### src/disk_service_request_status_defines.svh
// assertion macros for the disk service request block
`ifndef DISK_SERVICE_REQUEST_STATUS_DEFINES_SVH
`define DISK_SERVICE_REQUEST_STATUS_DEFINES_SVH

// same-cycle implication, checked on every rising edge outside reset
`define DSRS_ASSERT_IMP(lbl, ante, cons) \
	lbl: assert property (@(posedge clk) disable iff (!arst_n) (ante) |-> (cons)) \
		else $error("dsrs assertion failed");

// next-cycle implication
`define DSRS_ASSERT_NXT(lbl, ante, cons) \
	lbl: assert property (@(posedge clk) disable iff (!arst_n) (ante) |=> (cons)) \
		else $error("dsrs assertion failed");

`endif

### src/dsrs_pkg.sv
package dsrs_pkg;

	localparam int IN_TDATA_W  = 96;
	localparam int OUT_TDATA_W = 56;
	localparam int CFG_INDEX_W = 3;
	localparam int CFG_DATA_W  = 11;

	typedef logic [3:0] status_t;

	localparam status_t ST_OK        = 4'd0;
	localparam status_t ST_BADCMD    = 4'd1;
	localparam status_t ST_WPROT     = 4'd2;
	localparam status_t ST_NOTFOUND  = 4'd3;
	localparam status_t ST_OVERRUN   = 4'd4;
	localparam status_t ST_DMABOUND  = 4'd5;
	localparam status_t ST_CRC       = 4'd6;
	localparam status_t ST_CTRL      = 4'd7;
	localparam status_t ST_SEEK      = 4'd8;
	localparam status_t ST_TIMEOUT   = 4'd9;
	localparam status_t ST_RESETFAIL = 4'd10;

	localparam logic [7:0] FN_RESET  = 8'h00;
	localparam logic [7:0] FN_STATUS = 8'h01;
	localparam logic [7:0] FN_READ   = 8'h02;
	localparam logic [7:0] FN_VERIFY = 8'h04;
	localparam logic [7:0] FN_PARAMS = 8'h08;

	localparam logic [2:0] OC_OK        = 3'd0;
	localparam logic [2:0] OC_TIMEOUT   = 3'd1;
	localparam logic [2:0] OC_RECAL     = 3'd2;
	localparam logic [2:0] OC_SEEK      = 3'd3;
	localparam logic [2:0] OC_SHORT     = 3'd4;
	localparam logic [2:0] OC_RESETFAIL = 3'd5;

	localparam logic [CFG_INDEX_W-1:0] CFG_DRIVE_COUNT  = 3'd0;
	localparam logic [CFG_INDEX_W-1:0] CFG_HEAD_COUNT   = 3'd1;
	localparam logic [CFG_INDEX_W-1:0] CFG_TRACK_COUNT  = 3'd2;
	localparam logic [CFG_INDEX_W-1:0] CFG_SPT          = 3'd3;
	localparam logic [CFG_INDEX_W-1:0] CFG_SECTOR_BYTES = 3'd4;
	localparam logic [CFG_INDEX_W-1:0] CFG_DRIVE_TYPE   = 3'd5;
	localparam logic [CFG_INDEX_W-1:0] CFG_PARAMS_EN    = 3'd6;

	typedef struct packed {
		logic [2:0]  drive_count;
		logic [1:0]  head_count;
		logic [10:0] track_count;
		logic [5:0]  sectors_per_track;
		logic [10:0] sector_bytes;
		logic [7:0]  drive_type_code;
		logic        get_params_enable;
	} cfg_t;

	localparam cfg_t CFG_RESET = '{
		drive_count:       3'd2,
		head_count:        2'd2,
		track_count:       11'd80,
		sectors_per_track: 6'd18,
		sector_bytes:      11'd512,
		drive_type_code:   8'd4,
		get_params_enable: 1'b1
	};

	typedef struct packed {
		logic [7:0]  function_code;
		logic [7:0]  sector_count;
		logic [7:0]  drive_number;
		logic [7:0]  head_number;
		logic [15:0] cyl_sector_word;
		logic [15:0] buffer_offset;
		logic [2:0]  step_outcome;
		logic [7:0]  status_zero;
		logic [7:0]  status_one;
		logic [7:0]  status_two;
	} req_t;

	typedef struct packed {
		status_t     status_code;
		logic [7:0]  transferred_count;
		logic        carry_flag;
		logic        params_valid;
		logic [15:0] geom_cx;
		logic [15:0] geom_dx;
		logic [7:0]  geom_bx;
	} rsp_t;

endpackage

### src/dsrs_ctrl_status.sv
module dsrs_ctrl_status import dsrs_pkg::*; (
	input  logic [2:0] step_outcome,
	input  logic       is_verify,
	input  logic [7:0] status_zero,
	input  logic [7:0] status_one,
	input  logic [7:0] status_two,
	output status_t    ctrl_status
);

	status_t oc_status;
	status_t st_status;

	always_comb begin
		unique case (step_outcome)
			OC_OK:        oc_status = ST_OK;
			OC_TIMEOUT:   oc_status = ST_TIMEOUT;
			OC_RECAL:     oc_status = ST_RESETFAIL;
			OC_SEEK:      oc_status = ST_SEEK;
			OC_SHORT:     oc_status = is_verify ? ST_OK : ST_CTRL;
			OC_RESETFAIL: oc_status = ST_RESETFAIL;
			default:      oc_status = ST_TIMEOUT;
		endcase
	end

	// result bytes by priority, only read uses them
	always_comb begin
		priority if ((status_zero & 8'hC0) == 8'h00 && (status_one & 8'h37) == 8'h00 &&
				(status_two & 8'h33) == 8'h00) begin
			st_status = ST_OK;
		end else if (status_one[1]) begin
			st_status = ST_WPROT;
		end else if (status_one[4]) begin
			st_status = ST_OVERRUN;
		end else if (status_one[0] || status_one[2] || status_two[0]) begin
			st_status = ST_NOTFOUND;
		end else if (status_one[5] || status_two[5]) begin
			st_status = ST_CRC;
		end else if (status_two[4] || status_two[1] || status_zero[4]) begin
			st_status = ST_SEEK;
		end else begin
			st_status = ST_CTRL;
		end
	end

	assign ctrl_status = (oc_status != ST_OK || is_verify) ? oc_status : st_status;

endmodule

### src/dsrs_eval.sv
module dsrs_eval import dsrs_pkg::*; (
	input  req_t    req,
	input  cfg_t    cfg,
	input  status_t last_status,
	output rsp_t    rsp,
	output logic    update_last
);

	logic [5:0]  sector;
	logic [9:0]  cyl;
	logic [8:0]  run_end;
	logic [18:0] dma_bytes;
	logic [16:0] dma_sum;
	status_t     chk_status;
	status_t     ctrl_status;
	status_t     xfer_status;
	logic        is_verify;
	logic [10:0] max_cyl;
	logic [7:0]  last_head;
	logic        params_ok;

	assign sector    = req.cyl_sector_word[5:0];
	assign cyl       = {req.cyl_sector_word[7:6], req.cyl_sector_word[15:8]};
	assign run_end   = {3'b000, sector} + {1'b0, req.sector_count} - 9'd1;
	assign dma_bytes = {11'd0, req.sector_count} * {8'd0, cfg.sector_bytes};
	assign dma_sum   = {1'b0, req.buffer_offset} + {1'b0, dma_bytes[15:0]};
	assign is_verify = (req.function_code == FN_VERIFY);

	// geometry and buffer checks, dma wrap only for read
	always_comb begin
		priority if ({5'd0, cfg.drive_count} <= req.drive_number ||
				req.sector_count == 8'd0) begin
			chk_status = ST_BADCMD;
		end else if ({6'd0, cfg.head_count} <= req.head_number ||
				cfg.track_count <= {1'b0, cyl} || sector == 6'd0 ||
				sector > cfg.sectors_per_track ||
				run_end > {3'b000, cfg.sectors_per_track}) begin
			chk_status = ST_NOTFOUND;
		end else if (!is_verify && dma_sum[16]) begin
			chk_status = ST_DMABOUND;
		end else begin
			chk_status = ST_OK;
		end
	end

	dsrs_ctrl_status u_ctrl_status (
		.step_outcome (req.step_outcome),
		.is_verify    (is_verify),
		.status_zero  (req.status_zero),
		.status_one   (req.status_one),
		.status_two   (req.status_two),
		.ctrl_status  (ctrl_status)
	);

	assign xfer_status = (chk_status != ST_OK) ? chk_status : ctrl_status;
	assign max_cyl     = cfg.track_count - 11'd1;
	assign last_head   = {6'd0, cfg.head_count} - 8'd1;
	assign params_ok   = cfg.get_params_enable &&
		({5'd0, cfg.drive_count} > req.drive_number);
	assign update_last = (req.function_code != FN_STATUS);

	always_comb begin
		rsp = '0;
		unique case (req.function_code)
			FN_RESET: begin
				rsp.status_code = (req.step_outcome == OC_OK) ? ST_OK : ST_RESETFAIL;
			end
			FN_STATUS: begin
				rsp.status_code       = last_status;
				rsp.transferred_count = req.sector_count;
			end
			FN_READ, FN_VERIFY: begin
				rsp.status_code = xfer_status;
				if (xfer_status == ST_OK) begin
					rsp.transferred_count = req.sector_count;
				end
			end
			FN_PARAMS: begin
				if (params_ok) begin
					rsp.params_valid = 1'b1;
					rsp.geom_cx      = {max_cyl[7:0], max_cyl[9:8], cfg.sectors_per_track};
					rsp.geom_dx      = {last_head, 5'd0, cfg.drive_count};
					rsp.geom_bx      = cfg.drive_type_code;
				end else begin
					rsp.status_code = ST_BADCMD;
				end
			end
			default: begin
				rsp.status_code = ST_BADCMD;
			end
		endcase
		rsp.carry_flag = update_last && (rsp.status_code != ST_OK);
	end

endmodule

### src/disk_service_request_status.sv
// disk service request status
// slave stream: one request per beat, fields in s_axis_tdata; the block
// answers each request with exactly one beat on the master stream.
// configuration: cfg_we with cfg_index and cfg_data writes one geometry
// register at the clock edge; write only while no request is in flight.
// pipeline: an accepted beat is held in the input register and then loaded
// into the result register, which drives m_axis_tvalid.
// throughput: one request per cycle while m_axis_tready is high; the
// request is evaluated in one combinational pass between the two registers,
// and the last status register is updated as the result is loaded, so a
// status query right behind another request sees that request's status.
// stall: when m_axis_tready is low the result register holds and the input
// register still takes one more beat; s_axis_tready falls only when both
// are full.
// reset: arst_n clears both valid flags, loads the default geometry
// (2 drives, 2 heads, 80 cylinders, 18 sectors, 512 bytes, type 4,
// get-parameters enabled) and sets the last status to ok.
`include "disk_service_request_status_defines.svh"

module disk_service_request_status import dsrs_pkg::*; (
	input  logic                   clk,
	input  logic                   arst_n,
	input  logic                   s_axis_tvalid,
	output logic                   s_axis_tready,
	// function_code, sector_count, drive_number, head_number, cyl_sector_word,
	// buffer_offset, step_outcome, status_zero, status_one, status_two, zero pad
	input  logic [IN_TDATA_W-1:0]  s_axis_tdata,
	output logic                   m_axis_tvalid,
	input  logic                   m_axis_tready,
	// status_code, transferred_count, carry_flag, params_valid, geom_cx,
	// geom_dx, geom_bx, zero pad
	output logic [OUT_TDATA_W-1:0] m_axis_tdata,
	input  logic                   cfg_we,
	input  logic [CFG_INDEX_W-1:0] cfg_index,
	input  logic [CFG_DATA_W-1:0]  cfg_data
);

	cfg_t    cfg_q;
	status_t last_status_q;
	logic    in_valid_s1;
	req_t    req_s1;
	logic    out_valid_s2;
	rsp_t    rsp_s2;
	req_t    req_in;
	rsp_t    rsp;
	logic    update_last;
	logic    advance;

	assign req_in = '{
		function_code:   s_axis_tdata[7:0],
		sector_count:    s_axis_tdata[15:8],
		drive_number:    s_axis_tdata[23:16],
		head_number:     s_axis_tdata[31:24],
		cyl_sector_word: s_axis_tdata[47:32],
		buffer_offset:   s_axis_tdata[63:48],
		step_outcome:    s_axis_tdata[66:64],
		status_zero:     s_axis_tdata[74:67],
		status_one:      s_axis_tdata[82:75],
		status_two:      s_axis_tdata[90:83]
	};

	always_ff @(posedge clk or negedge arst_n) begin
		if (!arst_n) begin
			cfg_q <= CFG_RESET;
		end else if (cfg_we) begin
			unique case (cfg_index)
				CFG_DRIVE_COUNT:  cfg_q.drive_count       <= cfg_data[2:0];
				CFG_HEAD_COUNT:   cfg_q.head_count        <= cfg_data[1:0];
				CFG_TRACK_COUNT:  cfg_q.track_count       <= cfg_data[10:0];
				CFG_SPT:          cfg_q.sectors_per_track <= cfg_data[5:0];
				CFG_SECTOR_BYTES: cfg_q.sector_bytes      <= cfg_data[10:0];
				CFG_DRIVE_TYPE:   cfg_q.drive_type_code   <= cfg_data[7:0];
				CFG_PARAMS_EN:    cfg_q.get_params_enable <= cfg_data[0];
				default: ;
			endcase
		end
	end

	assign advance       = in_valid_s1 && (!out_valid_s2 || m_axis_tready);
	assign s_axis_tready = !in_valid_s1 || advance;

	always_ff @(posedge clk or negedge arst_n) begin
		if (!arst_n) begin
			in_valid_s1 <= 1'b0;
		end else if (s_axis_tready) begin
			in_valid_s1 <= s_axis_tvalid;
		end
	end

	always_ff @(posedge clk) begin
		if (s_axis_tvalid && s_axis_tready) begin
			req_s1 <= req_in;
		end
	end

	dsrs_eval u_eval (
		.req         (req_s1),
		.cfg         (cfg_q),
		.last_status (last_status_q),
		.rsp         (rsp),
		.update_last (update_last)
	);

	always_ff @(posedge clk or negedge arst_n) begin
		if (!arst_n) begin
			out_valid_s2  <= 1'b0;
			last_status_q <= ST_OK;
		end else begin
			if (!out_valid_s2 || m_axis_tready) begin
				out_valid_s2 <= in_valid_s1;
			end
			if (advance && update_last) begin
				last_status_q <= rsp.status_code;
			end
		end
	end

	always_ff @(posedge clk) begin
		if (advance) begin
			rsp_s2 <= rsp;
		end
	end

	assign m_axis_tvalid = out_valid_s2;
	assign m_axis_tdata  = {2'b00, rsp_s2.geom_bx, rsp_s2.geom_dx, rsp_s2.geom_cx,
		rsp_s2.params_valid, rsp_s2.carry_flag, rsp_s2.transferred_count,
		rsp_s2.status_code};

	`DSRS_ASSERT_IMP(a_carry_status, out_valid_s2 && rsp_s2.carry_flag, rsp_s2.status_code != ST_OK)
	`DSRS_ASSERT_IMP(a_params_ok, out_valid_s2 && rsp_s2.params_valid,
		rsp_s2.status_code == ST_OK && rsp_s2.transferred_count == 8'd0)
	`DSRS_ASSERT_NXT(a_accept_fills, s_axis_tvalid && s_axis_tready, in_valid_s1)
	`DSRS_ASSERT_NXT(a_last_status, advance && update_last, last_status_q == rsp_s2.status_code)

endmodule

### config.mk
export PLATFORM = sky130hd
export DESIGN_NAME = disk_service_request_status
export DESIGN_NICKNAME = d
export VERILOG_FILES = /design/src/dsrs_pkg.sv /design/src/dsrs_ctrl_status.sv /design/src/dsrs_eval.sv /design/src/disk_service_request_status.sv
export VERILOG_INCLUDE_DIRS = /design/src /design/src/src
export SDC_FILE = /design/constraint.sdc
export NUM_CORES = 1
export LEC_CHECK = 0
export ABC_CLOCK_PERIOD_IN_PS = 13600
export BUFFER_PORTS_ARGS = -buffer_cell sky130_fd_sc_hd__buf_2
export CAP_MARGIN = 25
export CORE_AREA = 3 3 209 211
export DETAILED_ROUTE_END_ITERATION = 7
export DIE_AREA = 0 0 212 214
export PLACE_DENSITY = 0.46
export RECOVER_POWER = 50
export SYNTH_ARGS = -nofsm -noshare
export SYNTH_HDL_FRONTEND = slang
export SYNTH_SLANG_ARGS = --single-unit
### constraint.sdc
create_clock -name clk -period 13.6 [get_ports clk]
set_input_delay 2.72 -clock clk [delete_from_list [all_inputs] [get_ports clk]]
set_output_delay 2.72 -clock clk [all_outputs]
set_load 0.005 [all_outputs]
### After elaboration in Yosys (flattened, before gate mapping)

Index checks and enable logic that the tools add are counted.

| word-level totals | value |
|---|---|
| register bits | 189 |
| bits of input ports | 115 |
| output and inout port bits | 58 |

| cells by class | value |
|---|---|
| $add $sub $neg | 5 |
| multipliers | 1 |
| order comparisons | 6 |
| eq/ne operators | 15 |
| multiplexer cells | 19 |
| reduce and logical (&&, ||, !) cells | 46 |

Operators by type and width:

| operator | number |
|---|---|
| 4-bit 2-to-1 mux | 11 |
| 41-bit 2-to-1 mux | 1 |
| 8-bit logical NOT | 5 |
| 4-bit one-hot mux with 4 select lines | 2 |
| 16-bit by 16-bit adder with 17-bit output | 1 |
| 8-bit by 11-bit multiplier with 16-bit output | 1 |
| 8-bit one-hot mux with 2 select lines | 1 |
| 2-bit AND reduction | 8 |
| 3-bit == test, second input constant | 5 |
| 1-bit logical OR | 13 |
| 3-bit by 2-bit == test with 1-bit output, second input constant | 4 |
| 4-bit nonzero test | 3 |
| 11-bit by 10-bit less-or-equal comparator with 1-bit output | 1 |
| 10-bit by 1-bit subtractor with 10-bit output, second input constant | 1 |
| 6-bit by 8-bit adder with 9-bit output | 1 |
| 9-bit by 6-bit > comparator with 1-bit output | 1 |
| 9-bit by 1-bit subtractor with 9-bit output, second input constant | 1 |
| 8-bit by 1-bit == test with 1-bit output, second input constant | 1 |
| 8-bit by 2-bit == test with 1-bit output, second input constant | 1 |
| 8-bit by 3-bit == test with 1-bit output, second input constant | 1 |
| 8-bit by 4-bit == test with 1-bit output, second input constant | 1 |
| 3-bit by 8-bit > comparator with 1-bit output | 1 |
| 2-bit by 8-bit less-or-equal comparator with 1-bit output | 1 |
| 3-bit by 8-bit less-or-equal comparator with 1-bit output | 1 |
| 13 further kinds | 25 |

### Longest topological paths before layout

| depth | value |
|---|---|
| word-level depth | 13 |
| depth in mapped cells | 26 |

### By module

Synthesis repeated with hierarchy kept, for this count alone.

| unflattened totals | value |
|---|---|
| cells, all modules | 908 |
| area total of the unflattened synthesis | 11,197.0 um^2 |

Modules (own cells, without submodules):

| module | instances | cells an instance | area an instance (um^2) | seq. area each (um^2) |
|---|---|---|---|---|
| disk_service_request_status | 1 | 262 | 6,253.5 | 5,566.6 |
| dsrs_eval | 1 | 618 | 4,769.6 | 0.0 |
| dsrs_ctrl_status | 1 | 28 | 173.9 | 0.0 |

### Worst setup path before layout

Ideal clock, no wire load.

| path | value |
|---|---|
| path kind | register to register |
| from | reg req_s1[79] in the netlist's numbering |
| to | reg rsp_s2, in the netlist m_axis_tdata[12] (data pin) |
| library setup time | 0.274 ns |
| arrival | 5.570 ns |
| required time | 13.326 ns |
| setup slack | 7.755 ns |
| stages on the path, launching flop included | 25 |
| path buffers | 1 |
| period minus slack after synthesis | 5.845 ns |
| cell sequence | edfxtp_1 -> clkbuf_1 -> and2_1 -> fa_1 -> fa_1 -> inv_1 -> fa_1 -> fa_1 -> inv_1 -> ha_1 -> a21oi_1 -> o21bai_1 -> a21oi_1 -> o21bai_1 -> a21oi_1 -> xnor2_1 -> ha_1 -> nand3_1 -> nor4_1 -> a211oi_1 -> a21oi_1 -> o21ai_0 -> nand3_2 -> a221oi_2 -> a41oi_2 |

RTL lines:

| element | RTL line | RTL |
|---|---|---|
| start: declaration | disk_service_request_status.sv:41 | `req_t req_s1;` |
| start signal: assignment | disk_service_request_status.sv:92 | `req_s1 <= req_in;` |
| end signal: assignment | disk_service_request_status.sv:120 | `rsp_s2 <= rsp;` |
| end: declaration | disk_service_request_status.sv:43 | `rsp_t rsp_s2;` |

==> reports/results.ini <==
[sta]
fin_tns_setup_ns=0
period_minus_slack_ns=7.05
worst_pin_slew_ns=2.83
fin_skew_ns=0.0170
period_share_pct=51.8
final-max-slew-violation-count=70
maxSlewHeadroom_pct=-88.4
rsz0062_at_grt=no
fmax_mhz=142
hold_violations=0
setup_viol=0

[finish]
utilization_pct=29.4
diodes=0
nFillCells=4331
drive_gt1_share_pct=22.2
mostFrequentLayoutCells=buf_2 (143), inv_1 (125), edfxtp_1 (123)
fin_cells=1585
finalInstanceArea_mm2=0.0123
area_growth_pct=18.0
final_nets=1287
layout_commonest_cell=buf_2

[cts]
postCtsSetupBuffers=0
post_cts_resized=0
clkTransAtPathRegs_ns=0.07
cts_root_buffer=clkbuf_16
hold_buffers=0
cts.htree.levels=4
cts_buffer_depth=2
cts_num_sinks=171
numCtsBuffers=17
clkLatencyLatePin_ns=0.46
cts_tree=built

[job]
cap_violations=2

[die]
die_h_um=214
io-pin-count=173
start_util_pct=24.9
core_mm2=0.0419
rows=75
dieArea_mm2=0.0454
dieWidth_um=212

[logic_synthesis]
syn_inst=882
synth-compound-area-share_pct=6.51
synth_area_per_cell_um2=11.8
async_flop_share_pct=28.1
synth_area_leaders=edfxtp_1 (35%), ha_1 (10%), fa_1 (10%)
yosys.area_share.adder_pct=20.5
ys_seq_elements=171
syn_area_mm2=0.0104
synth_simple_gate_area_share_pct=13.4
synth_xor_area_share_pct=2.35
synthDominantCellAreaShare_pct=35.4
synth-seq-area-share_pct=47.0
ys_warn_count=0
synth_top_family_by_area=adder cells
synth_top_cell_by_area=edfxtp_1
synth_cell_types=60
synthMuxAreaShare_pct=4.31
synth_ff_type=edfxtp_1
synth_enable_flop_cells=123

[drt]
avgRoutedWirePerCell_um=16.3
drt_iter0_drc=227
ant_nets=0
drc=0
first_pass_iters=6
via_per_inst=4.28
routed_wl_um=25900
vias=6790

[worst_setup_path]
crit_path_max_fanout=14
worstSetupEndpointType=flip-flop
required_ns=13.78
start_kind=flip-flop
critPathArrivalTime_ns=7.23
path_class=flip-flop to flip-flop

[power_and_ir_drop]
power_per_cell_area_mw_per_mm2=198
peakVddDrop_uv=129
total_leakage_power_nw=5.34

[place]
hpwl_um=19700
io_buffers=148
place_inst=1553
gp_congestion=0.806
post_dp_cell_area_mm2=0.0118

[grt]
grt_overflow_total=0
grt_pass1_vias=7353
grt_usage_pct=12.1
grt_start_max_net_pins=61
grt_pass1_wl_um=41600
grt_antenna_before_repair=3

[min_path]
hold_path_class=flip-flop to flip-flop

[outcome]
violations=max-capacitance violations, max-slew violations
status=finished with violations

-- final timing paths --
| path | from | endpoint | slack (ns) | depth (start not counted) |
|---|---|---|---|---|
| min in group asynchronous | arst_n | last_status_q[0]$_DFFE_PN0P_ | 3.25 | 2 |
| min | in_valid_s1$_DFFE_PN0N_ | m_axis_tvalid$_DFFE_PN0P_ | 0.48 | 1 |
| max reg2reg | req_s1[80]$_DFFE_PP_ | m_axis_tdata[12]$_DFFE_PP_ | 6.55 | 23 |
| min reg2reg | in_valid_s1$_DFFE_PN0N_ | m_axis_tvalid$_DFFE_PN0P_ | 0.48 | 1 |
| max | req_s1[80]$_DFFE_PP_ | m_axis_tdata[12]$_DFFE_PP_ | 6.55 | 23 |
| max in group asynchronous | arst_n | cfg_q[2]$_DFFE_PN0P_ | 8.71 | 2 |
-- state kept, by name, summed over array words and instances, names as in the netlist --
| register | flops |
|---|---|
| cfg_q | 42 |
| m_axis_tvalid | 1 |
| m_axis_tdata | 44 |
| in_valid_s1 | 1 |
| req_s1 | 79 |
| last_status_q | 4 |
-- cell families (layout without fill, tap and decap cells) --
group / count (synthesis) / after routing
AND/OR/NAND/NOR: 254 / 254
flip-flops: 171 / 171
buffers and inverters: 152 / 310
adder cells (fa/ha/maj): 139 / 139
AO/OA/AOI/OAI: 97 / 97
multiplexers: 40 / 40
XOR/XNOR: 28 / 28
other: 1 / 7
-- power by group --
part	internal (mW)	total, mW	switching, mW
clock	0.257	0.488	0.231
combinational	0.566	1.27	0.706
sequential	0.620	0.681	0.0606
-- critical path: stages, from the launching register on --
cell      delay (ns)
edfxtp_1        0.84
nand2_1         0.17
fa_1            0.52
fa_1            0.56
inv_1           0.06
fa_1            0.54
inv_1           0.06
fa_1            0.53
inv_1           0.04
ha_1            0.32
o21a_1          0.16
o22ai_1         0.10
o21ai_0         0.31
nor2_1          0.09
xnor2_1         0.15
ha_1            0.30
nand3_1         0.13
nor4_1          0.33
a211oi_1        0.14
a21oi_1         0.41
o21ai_0         0.26
a32o_1          0.31
a21oi_1         0.27
a41oi_2         0.17
-- final cells by class --
class                      instances  area, um^2  share of cell area, %
multi-input combinational        565        4930                   40.1
sequential                       171        4910                   39.8
timing repair buffer             153         761                   6.18
tap                              539         674                   5.48
inverter                         125         469                   3.81
clock buffer                      19         433                   3.52
clock inverter                    13         136                   1.11
-- cell usage after synthesis, drive strengths merged (2+ instances only) --
| library cell | number |
|---|---|
| inv | 125 |
| edfxtp | 123 |
| and2 | 90 |
| ha | 86 |
| fa | 53 |
| nand2 | 41 |
| dfrtp | 39 |
| mux2 | 39 |
| nor2 | 39 |
| a21oi | 28 |
| xnor2 | 21 |
| o21ai | 19 |
| clkbuf | 15 |
| nor3 | 15 |
| nand3 | 13 |
| buf | 12 |
| dfstp | 9 |
| nand2b | 9 |
| a21o | 8 |
| nor4 | 7 |
| xor2 | 7 |
| o22ai | 6 |
| a211oi | 5 |
| nand4b | 5 |
| nor2b | 5 |
| or2 | 5 |
| or3 | 5 |
| a2111oi | 4 |
| nand3b | 4 |
| nand4 | 4 |
| o21bai | 4 |
| or4 | 4 |
| and3 | 3 |
| nor3b | 3 |
| o21a | 3 |
| a21boi | 2 |
| a221oi | 2 |
| a31oi | 2 |
| a41oi | 2 |
| o211ai | 2 |
| o31ai | 2 |
-- metrics by stage --
step           setup slack (ns)  total power [mW]  hold WS [ns]
2_1_floorplan              7.76              1.66         0.449
3_3_place_gp               6.59              1.99         0.459
3_5_place_dp               6.61              2.01         0.470
4_1_cts                    6.53              2.52         0.486
5_1_grt                    6.05              2.75         0.515
6_report                   6.55              2.44         0.483
-- routing by layer --
| metal | part of all wire, % | vias up | track usage (%) | wire length [um] |
|---|---|---|---|---|
| li1 | - | 3312 | - | - |
| met1 | 46 | 3338 | 15.7 | 11900 |
| met2 | 48 | 120 | 20.0 | 12500 |
| met3 | 4.4 | 16 | 3.47 | 1130 |
| met4 | 0.99 | 4 | 2.79 | 255 |
| met5 | 0.054 | - | 0 | 14 |
No activity file was read; power rests on OpenSTA's default activity.
